## src/hdl/hpi_pkg.sv

```systemverilog
`timescale 1ns / 1ps

package hpi_pkg;

    // Widths of the datapath
    localparam int TEMP_W     = 16;
    localparam int GAIN_W     = 16;
    localparam int DUTY_W     = 8;
    localparam int BIAS_W     = 9;
    localparam int FRAC_SHIFT = 12;
    localparam int INTEG_W    = DUTY_W + FRAC_SHIFT;    // 20
    localparam int ERR_W      = TEMP_W + 2;             // 18, holds goal + 8 - temp
    localparam int PROD_W     = GAIN_W + 1 + ERR_W;     // 35, unsigned gain times signed error
    localparam int ACC_W      = PROD_W + 1;             // 36, sums of products and small terms

    // +0.5 degC in 1/16 degC
    localparam int HALF_DEGREE = 8;

    // Configuration register map
    localparam int CFG_IDX_W  = 3;
    localparam int CFG_DATA_W = 16;

    localparam logic [CFG_IDX_W-1:0] REG_GOAL_TEMP  = 3'd0;
    localparam logic [CFG_IDX_W-1:0] REG_PROP_GAIN  = 3'd1;
    localparam logic [CFG_IDX_W-1:0] REG_INTEG_GAIN = 3'd2;
    localparam logic [CFG_IDX_W-1:0] REG_DUTY_MIN   = 3'd3;
    localparam logic [CFG_IDX_W-1:0] REG_DUTY_MAX   = 3'd4;
    localparam logic [CFG_IDX_W-1:0] REG_DUTY_BIAS  = 3'd5;

    localparam logic [TEMP_W-1:0] GOAL_TEMP_RST  = 16'd2080;
    localparam logic [GAIN_W-1:0] PROP_GAIN_RST  = 16'd38400;
    localparam logic [GAIN_W-1:0] INTEG_GAIN_RST = 16'd0;
    localparam logic [DUTY_W-1:0] DUTY_MIN_RST   = 8'd0;
    localparam logic [DUTY_W-1:0] DUTY_MAX_RST   = 8'd255;
    localparam logic [BIAS_W-1:0] DUTY_BIAS_RST  = 9'd0;

    typedef struct packed {
        logic [TEMP_W-1:0] goal_temp;     // signed
        logic [GAIN_W-1:0] prop_gain;
        logic [GAIN_W-1:0] integ_gain;
        logic [DUTY_W-1:0] duty_min;
        logic [DUTY_W-1:0] duty_max;
        logic [BIAS_W-1:0] duty_bias;     // signed
    } hpi_cfg_t;

    // min(x, max) then max(min, .), bounds scaled to 1/4096 duty steps
    function automatic logic signed [ACC_W-1:0] clamp_duty(
        input logic signed [ACC_W-1:0] x,
        input logic [DUTY_W-1:0]       lo8,
        input logic [DUTY_W-1:0]       hi8
    );
        logic signed [ACC_W-1:0] lo;
        logic signed [ACC_W-1:0] hi;
        logic signed [ACC_W-1:0] y;
        lo = $signed({{(ACC_W-INTEG_W){1'b0}}, lo8, {FRAC_SHIFT{1'b0}}});
        hi = $signed({{(ACC_W-INTEG_W){1'b0}}, hi8, {FRAC_SHIFT{1'b0}}});
        y  = (x > hi) ? hi : x;
        y  = (y < lo) ? lo : y;
        return y;
    endfunction

endpackage

```

## src/hdl/heater_pi_controller.sv

```systemverilog
`timescale 1ns / 1ps

// PI heater controller with a clamped integrator. Each input beat is one
// control tick (temperature in 1/16 degC plus a heat enable); each tick
// gives exactly one duty beat, in order. Error is goal + 0.5 degC - temp;
// on an enabled tick the integrator (1/4096 duty steps) adds Ki * error and
// is clamped to [duty_min, duty_max], then duty = floor(clamp(Kp * error +
// integrator + bias)), saturated to 2^PWM_BITS - 1. A disabled tick gives
// duty 0 and leaves the integrator alone. Throughput is one beat per clock
// while the output is not stalled; each tick passes the error register,
// multiplier register, integrator register and output register. Every stage
// has its own valid bit and fills a bubble, so a result waiting at the
// output does not stop the stages behind it from filling. Write the
// configuration registers only while no tick is in flight.
module heater_pi_controller #(
    parameter int PWM_BITS = 8
) (
    input  logic                           aclk,
    input  logic                           aresetn,
    // tick in
    input  logic                           s_valid,
    output logic                           s_ready,
    input  logic [hpi_pkg::TEMP_W-1:0]      s_temp_sample,
    input  logic                           s_heat_enable,
    // duty out
    output logic                           m_valid,
    input  logic                           m_ready,
    output logic [hpi_pkg::DUTY_W-1:0]      m_pwm_duty,
    // register writes
    input  logic                           cfg_valid,
    output logic                           cfg_ready,
    input  logic [hpi_pkg::CFG_IDX_W-1:0]   cfg_index,
    input  logic [hpi_pkg::CFG_DATA_W-1:0]  cfg_data
);
    import hpi_pkg::*;

    hpi_cfg_t cfg;

    // gain stage -> integrator stage
    logic                     gain_valid;
    logic                     gain_ready;
    logic signed [PROD_W-1:0] kp_prod;
    logic signed [PROD_W-1:0] ki_prod;
    logic                     gain_en;

    // integrator stage -> output stage
    logic                     integ_valid;
    logic                     integ_ready;
    logic signed [ACC_W-1:0]  pterm;
    logic [INTEG_W-1:0]       integ_val;
    logic                     integ_en;

    hpi_cfg_regs u_cfg (
        .aclk      (aclk),
        .aresetn   (aresetn),
        .cfg_valid (cfg_valid),
        .cfg_ready (cfg_ready),
        .cfg_index (cfg_index),
        .cfg_data  (cfg_data),
        .cfg       (cfg)
    );

    // error = goal + 8 - temp, then Kp and Ki products in parallel
    hpi_gain_stage u_gain (
        .aclk        (aclk),
        .aresetn     (aresetn),
        .cfg         (cfg),
        .in_valid    (s_valid),
        .in_ready    (s_ready),
        .in_temp     (s_temp_sample),
        .in_en       (s_heat_enable),
        .out_valid   (gain_valid),
        .out_ready   (gain_ready),
        .out_kp_prod (kp_prod),
        .out_ki_prod (ki_prod),
        .out_en      (gain_en)
    );

    // integrator update happens once per enabled beat, as it enters this stage
    hpi_integ_stage u_integ (
        .aclk       (aclk),
        .aresetn    (aresetn),
        .cfg        (cfg),
        .in_valid   (gain_valid),
        .in_ready   (gain_ready),
        .in_kp_prod (kp_prod),
        .in_ki_prod (ki_prod),
        .in_en      (gain_en),
        .out_valid  (integ_valid),
        .out_ready  (integ_ready),
        .out_pterm  (pterm),
        .out_integ  (integ_val),
        .out_en     (integ_en)
    );

    // final sum, clamp, floor and resolution cap into the output register
    hpi_duty_stage #(
        .PWM_BITS (PWM_BITS)
    ) u_duty (
        .aclk      (aclk),
        .aresetn   (aresetn),
        .cfg       (cfg),
        .in_valid  (integ_valid),
        .in_ready  (integ_ready),
        .in_pterm  (pterm),
        .in_integ  (integ_val),
        .in_en     (integ_en),
        .out_valid (m_valid),
        .out_ready (m_ready),
        .out_duty  (m_pwm_duty)
    );

endmodule

```

## src/hdl/hpi_cfg_regs.sv

```systemverilog
`timescale 1ns / 1ps

module hpi_cfg_regs (
    input  logic                          aclk,
    input  logic                          aresetn,
    input  logic                          cfg_valid,
    output logic                          cfg_ready,
    input  logic [hpi_pkg::CFG_IDX_W-1:0]  cfg_index,
    input  logic [hpi_pkg::CFG_DATA_W-1:0] cfg_data,
    output hpi_pkg::hpi_cfg_t             cfg
);
    import hpi_pkg::*;

    hpi_cfg_t cfg_reg;
    hpi_cfg_t cfg_next;

    assign cfg_ready = 1'b1;
    assign cfg       = cfg_reg;

    always_comb begin
        cfg_next = cfg_reg;
        if (cfg_valid) begin
            unique case (cfg_index)
                REG_GOAL_TEMP:  cfg_next.goal_temp  = cfg_data[TEMP_W-1:0];
                REG_PROP_GAIN:  cfg_next.prop_gain  = cfg_data[GAIN_W-1:0];
                REG_INTEG_GAIN: cfg_next.integ_gain = cfg_data[GAIN_W-1:0];
                REG_DUTY_MIN:   cfg_next.duty_min   = cfg_data[DUTY_W-1:0];
                REG_DUTY_MAX:   cfg_next.duty_max   = cfg_data[DUTY_W-1:0];
                REG_DUTY_BIAS:  cfg_next.duty_bias  = cfg_data[BIAS_W-1:0];
                default:        cfg_next = cfg_reg;   // unmapped index, dropped
            endcase
        end
    end

    always_ff @(posedge aclk) begin
        if (!aresetn) begin
            cfg_reg.goal_temp  <= GOAL_TEMP_RST;
            cfg_reg.prop_gain  <= PROP_GAIN_RST;
            cfg_reg.integ_gain <= INTEG_GAIN_RST;
            cfg_reg.duty_min   <= DUTY_MIN_RST;
            cfg_reg.duty_max   <= DUTY_MAX_RST;
            cfg_reg.duty_bias  <= DUTY_BIAS_RST;
        end else begin
            cfg_reg <= cfg_next;
        end
    end

endmodule

```

## src/hdl/hpi_gain_stage.sv

```systemverilog
`timescale 1ns / 1ps

module hpi_gain_stage (
    input  logic                              aclk,
    input  logic                              aresetn,
    input  hpi_pkg::hpi_cfg_t                 cfg,
    input  logic                              in_valid,
    output logic                              in_ready,
    input  logic [hpi_pkg::TEMP_W-1:0]        in_temp,
    input  logic                              in_en,
    output logic                              out_valid,
    input  logic                              out_ready,
    output logic signed [hpi_pkg::PROD_W-1:0] out_kp_prod,
    output logic signed [hpi_pkg::PROD_W-1:0] out_ki_prod,
    output logic                              out_en
);
    import hpi_pkg::*;

    // step 1: error
    logic                    err_valid_reg;
    logic signed [ERR_W-1:0] err_reg;
    logic signed [ERR_W-1:0] err_next;
    logic                    err_en_reg;
    logic                    err_ready;

    // step 2: products
    logic                     prod_valid_reg;
    logic signed [PROD_W-1:0] kp_prod_reg;
    logic signed [PROD_W-1:0] ki_prod_reg;
    logic signed [PROD_W-1:0] kp_prod_next;
    logic signed [PROD_W-1:0] ki_prod_next;
    logic                     prod_en_reg;
    logic                     prod_ready;

    assign prod_ready = !prod_valid_reg || out_ready;
    assign err_ready  = !err_valid_reg || prod_ready;
    assign in_ready   = err_ready;

    assign err_next = $signed({{(ERR_W-TEMP_W){cfg.goal_temp[TEMP_W-1]}}, cfg.goal_temp})
                    + $signed(ERR_W'(HALF_DEGREE))
                    - $signed({{(ERR_W-TEMP_W){in_temp[TEMP_W-1]}}, in_temp});

    assign kp_prod_next = $signed({1'b0, cfg.prop_gain}) * err_reg;
    assign ki_prod_next = $signed({1'b0, cfg.integ_gain}) * err_reg;

    always_ff @(posedge aclk) begin
        if (!aresetn) begin
            err_valid_reg  <= 1'b0;
            prod_valid_reg <= 1'b0;
        end else begin
            if (err_ready) begin
                err_valid_reg <= in_valid;
            end
            if (prod_ready) begin
                prod_valid_reg <= err_valid_reg;
            end
        end
    end

    always_ff @(posedge aclk) begin
        if (in_valid && err_ready) begin
            err_reg    <= err_next;
            err_en_reg <= in_en;
        end
        if (err_valid_reg && prod_ready) begin
            kp_prod_reg <= kp_prod_next;
            ki_prod_reg <= ki_prod_next;
            prod_en_reg <= err_en_reg;
        end
    end

    assign out_valid   = prod_valid_reg;
    assign out_kp_prod = kp_prod_reg;
    assign out_ki_prod = ki_prod_reg;
    assign out_en      = prod_en_reg;

endmodule

```

## src/hdl/hpi_integ_stage.sv

```systemverilog
`timescale 1ns / 1ps

module hpi_integ_stage (
    input  logic                              aclk,
    input  logic                              aresetn,
    input  hpi_pkg::hpi_cfg_t                 cfg,
    input  logic                              in_valid,
    output logic                              in_ready,
    input  logic signed [hpi_pkg::PROD_W-1:0] in_kp_prod,
    input  logic signed [hpi_pkg::PROD_W-1:0] in_ki_prod,
    input  logic                              in_en,
    output logic                              out_valid,
    input  logic                              out_ready,
    output logic signed [hpi_pkg::ACC_W-1:0]  out_pterm,
    output logic [hpi_pkg::INTEG_W-1:0]       out_integ,
    output logic                              out_en
);
    import hpi_pkg::*;

    logic [INTEG_W-1:0]      integ_reg;
    logic [INTEG_W-1:0]      integ_next;
    logic signed [ACC_W-1:0] acc;
    logic signed [ACC_W-1:0] acc_clamped;
    logic signed [ACC_W-1:0] pterm_next;
    logic                    load;

    logic                    valid_reg;
    logic signed [ACC_W-1:0] pterm_reg;
    logic [INTEG_W-1:0]      integ_out_reg;
    logic                    en_reg;

    assign in_ready = !valid_reg || out_ready;
    assign load     = in_valid && in_ready;

    assign acc = $signed({{(ACC_W-PROD_W){in_ki_prod[PROD_W-1]}}, in_ki_prod})
               + $signed({{(ACC_W-INTEG_W){1'b0}}, integ_reg});
    assign acc_clamped = clamp_duty(acc, cfg.duty_min, cfg.duty_max);
    assign integ_next  = acc_clamped[INTEG_W-1:0];

    // proportional term plus bias scaled to 1/4096 duty steps
    assign pterm_next = $signed({{(ACC_W-PROD_W){in_kp_prod[PROD_W-1]}}, in_kp_prod})
                      + $signed({{(ACC_W-BIAS_W-FRAC_SHIFT){cfg.duty_bias[BIAS_W-1]}},
                                 cfg.duty_bias, {FRAC_SHIFT{1'b0}}});

    always_ff @(posedge aclk) begin
        if (!aresetn) begin
            integ_reg <= '0;
            valid_reg <= 1'b0;
        end else begin
            if (load && in_en) begin
                integ_reg <= integ_next;
            end
            if (in_ready) begin
                valid_reg <= in_valid;
            end
        end
    end

    always_ff @(posedge aclk) begin
        if (load) begin
            pterm_reg     <= pterm_next;
            integ_out_reg <= integ_next;
            en_reg        <= in_en;
        end
    end

    assign out_valid = valid_reg;
    assign out_pterm = pterm_reg;
    assign out_integ = integ_out_reg;
    assign out_en    = en_reg;

endmodule

```

## src/hdl/hpi_duty_stage.sv

```systemverilog
`timescale 1ns / 1ps

module hpi_duty_stage #(
    parameter int PWM_BITS = 8
) (
    input  logic                             aclk,
    input  logic                             aresetn,
    input  hpi_pkg::hpi_cfg_t                cfg,
    input  logic                             in_valid,
    output logic                             in_ready,
    input  logic signed [hpi_pkg::ACC_W-1:0] in_pterm,
    input  logic [hpi_pkg::INTEG_W-1:0]      in_integ,
    input  logic                             in_en,
    output logic                             out_valid,
    input  logic                             out_ready,
    output logic [hpi_pkg::DUTY_W-1:0]       out_duty
);
    import hpi_pkg::*;

    localparam int CAP_W = 17;
    localparam logic [CAP_W-1:0] DUTY_CAP = CAP_W'((1 << PWM_BITS) - 1);

    logic signed [ACC_W-1:0] sum;
    logic signed [ACC_W-1:0] sum_clamped;
    logic [DUTY_W-1:0]       duty_floor;
    logic [DUTY_W-1:0]       duty_capped;
    logic [DUTY_W-1:0]       duty_next;

    logic                    valid_reg;
    logic [DUTY_W-1:0]       duty_reg;

    assign in_ready = !valid_reg || out_ready;

    assign sum = in_pterm + $signed({{(ACC_W-INTEG_W){1'b0}}, in_integ});
    assign sum_clamped = clamp_duty(sum, cfg.duty_min, cfg.duty_max);
    // clamped sum is within [0, 255 << 12], so the slice is the floor
    assign duty_floor  = sum_clamped[INTEG_W-1:FRAC_SHIFT];
    assign duty_capped = ({{(CAP_W-DUTY_W){1'b0}}, duty_floor} > DUTY_CAP)
                       ? DUTY_CAP[DUTY_W-1:0] : duty_floor;
    assign duty_next   = in_en ? duty_capped : '0;

    always_ff @(posedge aclk) begin
        if (!aresetn) begin
            valid_reg <= 1'b0;
        end else if (in_ready) begin
            valid_reg <= in_valid;
        end
    end

    always_ff @(posedge aclk) begin
        if (in_valid && in_ready) begin
            duty_reg <= duty_next;
        end
    end

    assign out_valid = valid_reg;
    assign out_duty  = duty_reg;

endmodule

```

## config.mk

```make
export PLATFORM = sky130hd
export DESIGN_NAME = heater_pi_controller
export DESIGN_NICKNAME = d
export VERILOG_FILES = /design/src/hdl/hpi_pkg.sv /design/src/hdl/heater_pi_controller.sv /design/src/hdl/hpi_cfg_regs.sv /design/src/hdl/hpi_gain_stage.sv /design/src/hdl/hpi_integ_stage.sv /design/src/hdl/hpi_duty_stage.sv
export SDC_FILE = /design/constraint.sdc
export NUM_CORES = 2
export LEC_CHECK = 0
export ABC_CLOCK_PERIOD_IN_PS = 17000
export BUFFER_PORTS_ARGS = -buffer_cell sky130_fd_sc_hd__buf_4
export CAP_MARGIN = 20
export CORE_MARGIN = 1.5
export CORE_UTILIZATION = 32
export DETAILED_ROUTE_END_ITERATION = 12
export GPL_TIMING_DRIVEN = 0
export PLACE_DENSITY_LB_ADDON = 0.25
export SLEW_MARGIN = 20
export SYNTH_ARGS = -nofsm -noshare
export SYNTH_HDL_FRONTEND = slang
export SYNTH_SLANG_ARGS = --single-unit
```

## constraint.sdc

```tcl
create_clock -name aclk -period 17 [get_ports aclk]
set_input_delay 0.85 -clock aclk [delete_from_list [all_inputs] [get_ports aclk]]
set_output_delay 0.85 -clock aclk [all_outputs]
set_load 0.03 [all_outputs]
```

==> metrics.md <==
| Metric | Value |
|---|---|
| Status | `completed` |
| Max-cap viol count | `0` |
| DIE AREA | `116000 um2` |
| Die height | `341 um` |
| Worst path cell trace | `clkbuf_1 > clkbuf_1 > nand2_1 > fa_1 > inv_1 > fa_1 > inv_1 > fa_1 > fa_1 > inv_1 > fa_1 > fa_1 > ha_1 > nand3_1 > a21oi_1 > o41ai_1 > a32oi_1 > o21ai_0 > o311ai_0 > a31oi_1 > a21oi_1 > a21o_1 > a21oi_1 > xnor2_1` |
| Busiest grt layer | `met2` |
| Clock buffer depth | `3` |
| Register-to-register setup slack | `8.36 ns` |
| Max Slew Vio Count | `0` |
| Ys Warns | `0` |
| Setup TNS | `0 ns` |
| Hold Violations, Final | `0` |
| Grt total ovfl | `0` |
| Initial antenna violation count | `3` |
| Cts bufs inserted | `30` |
| Synthesized netlist cell count | `3906` |
| Fmax | `0.116 GHz` |
| Worst stage delay on the critical path | `0.78 ns` |
| Clock Skew | `0.0214 ns` |
| Final setup fails | `0` |
| Total clock sinks | `252` |
| Met2 Track Usage GR | `27.8%` |
| WP depth | `24` |
| Crit path max fanout | `10` |
| Peak VDD IR | `0.000142 V` |
| CP Class | `flip-flop to flip-flop` |
| Relative slew slack | `28.4%` |
| Hold WS | `0.407 ns` |
| Worst endpoint required time | `17.32 ns` |
| Residual DRC | `0` |
| Register-to-Register Path Depth | `24` |
| Final Net Count | `4925` |
| Hold Crit Depth | `1` |
| WL per Instance | `18.2 um` |
| Met3 Resource Use GR | `2.42%` |
| Netlist cell types | `98` |
| WP data arrival | `8.96 ns` |
| PwrDens | `91.2 nW/um2` |
| Initial Util | `32.4%` |
| Final worst path period share | `50.8%` |
| P_leak | `17.4 nW` |
| Initial DRC count | `1663` |
| Seq/Total Area, Yosys | `18.1%` |
| Routed via count | `26800` |
| CP endpoint kind | `flip-flop` |
| Share of cells above drive strength 1 | `4.81%` |
| H-Tree Depth | `1` |
| #FFs+latches synth | `252` |
| Met1 Use GR | `25.5%` |
| Hold_buf cts | `0` |
| Post-synthesis async set-or-reset flop share | `0%` |
| Largest net degree at the start of global routing | `51` |
| Post-route ant nets | `0` |
| CTS tree | `built` |
| Row Count | `123` |
| Post-CTS setup buffers | `0` |
| Most common flop cell mapped by yosys | `edfxtp_1` |
| Die X | `341 um` |
| CP max-delay cell | `o311ai_0` |
| Least-Margin Pin Slew | `1.07 ns` |
| Port bufs | `50` |
| Drt first pass iters | `6` |
| First-pass GRT wire length | `158000 um` |
| Vias/cell | `4.86` |
| DP Wirelength | `84600 um` |
| Post-synth EDFFs | `155` |
| Syn_area_per_cell | `9.35 um2` |
| CP bufs+invs | `5` |
| Most common cell type on the critical path | `fa_1` |
| CP Launch Type | `flip-flop` |
| GRT Overall Usage | `17.6%` |
| Top Ports | `52` |
| Worst path top cell family by delay | `adder cells` |
| Vias in the first global route | `27500` |
| Final Critical Period | `8.64 ns` |
| Core area | `113000 um2` |
| Hold crit path type | `input pin to flip-flop` |
| Routed wire length | `100000 um` |
| Root Driver | `clkbuf_16` |
| CTS-repair resized insts | `0` |
| Layout area overhead | `9.31%` |
| Syn Nets | `4840` |
| Largest register FFs | `73` |
| Mapped Area | `36500 um2` |
| Clock transition at path regs | `0.06 ns` |
| RSZ-0062 raised after global routing | `no` |
| Clk_lat worst skew | `0.62 ns` |
| GP Congestion | `0.884` |
-- layout make-up --
| cell class | count | area [um2] |
|---|---|---|
| clock buffers | 33 | 762 |
| diodes | 2 | 5.00 |
| fillers | 11700 | 72900 |
| clock inverters | 23 | 289 |
| inverters | 735 | 2760 |
| flip-flops and latches | 252 | 6600 |
| well taps | 1500 | 1880 |
| repair buffers | 53 | 443 |
| plain buffers | 150 | 596 |
| multi-input cells | 2769 | 26600 |
-- placed cells by master, fill, tap and decap left out, types with 97 or more instances in the layout --
cell,n
and2_1,266
edfxtp_1,155
ha_1,303
a21oi_1,126
nand2_1,561
dfxtp_1,97
fa_1,590
nor2_1,133
clkbuf_1,142
inv_1,735
-- logic make-up after synthesis --
kind of cell,synth area share [%]
AND/OR/NAND/NOR,15.5
AO/OA/AOI/OAI,10.6
XOR/XNOR,3.14
multiplexers,0.784
adder cells (fa/ha/maj),42.7
flip-flops,18.1
other,0.0103
buffers and inverters,9.18
-- synthesized netlist by cell type, types with 41 or more instances --
library cell | n | area share [%]
inv_1 | 735 | 7.6
fa_1 | 590 | 32
nand2_1 | 561 | 5.8
ha_1 | 303 | 10
and2_1 | 268 | 4.6
edfxtp_1 | 155 | 13
clkbuf_1 | 139 | 1.4
nor2_1 | 133 | 1.4
a21oi_1 | 126 | 1.7
dfxtp_1 | 97 | 5.3
xnor2_1 | 92 | 2.2
a21boi_0 | 65 | 1.3
o21ai_0 | 58 | 0.79
a21o_1 | 44 | 0.90
nand3_1 | 41 | 0.56
nor3_1 | 41 | 0.56
-- layer usage --
metal | vias to the layer above | wire [um]
li1 | 12600 | -
met1 | 13500 | 47200
met2 | 632 | 44900
met3 | 103 | 5840
met4 | 0 | 2230
met5 | - | 0
-- path summary, 6_finish.rpt --
path | from | end
setup / recovery | u_cfg.cfg[31] | u_gain.out_ki_prod[34]
hold / removal | s_heat_enable | u_gain.err_en_reg
setup reg to reg | u_cfg.cfg[31] | u_gain.out_ki_prod[34]
hold reg to reg | u_gain.out_kp_prod[11] | u_integ.out_pterm[11]
-- power breakdown --
group | internal, W | switching, W
clock network | 0.000403 | 0.000289
registers | 0.000790 | 0.0000474
logic | 0.000814 | 0.00130
-- stage by stage --
stage | cells | utilization [%] | cell area (um2) | total power, W | worst slack, ns
after global routing | 5515 | 35.4 | 39900 | 0.00396 | 7.96
final | 5517 | 35.4 | 39900 | 0.00364 | 8.36
after CTS | 5515 | 35.4 | 39900 | 0.00366 | 8.54
after global placement | 5456 | 34.4 | 38800 | 0.00292 | 8.52
after detailed placement | 5459 | 34.5 | 38900 | 0.00295 | 8.56
after floorplan | 3906 | - | 36500 | 0.00229 | 10.28
Note: power is estimated with default switching activity, not from simulation.
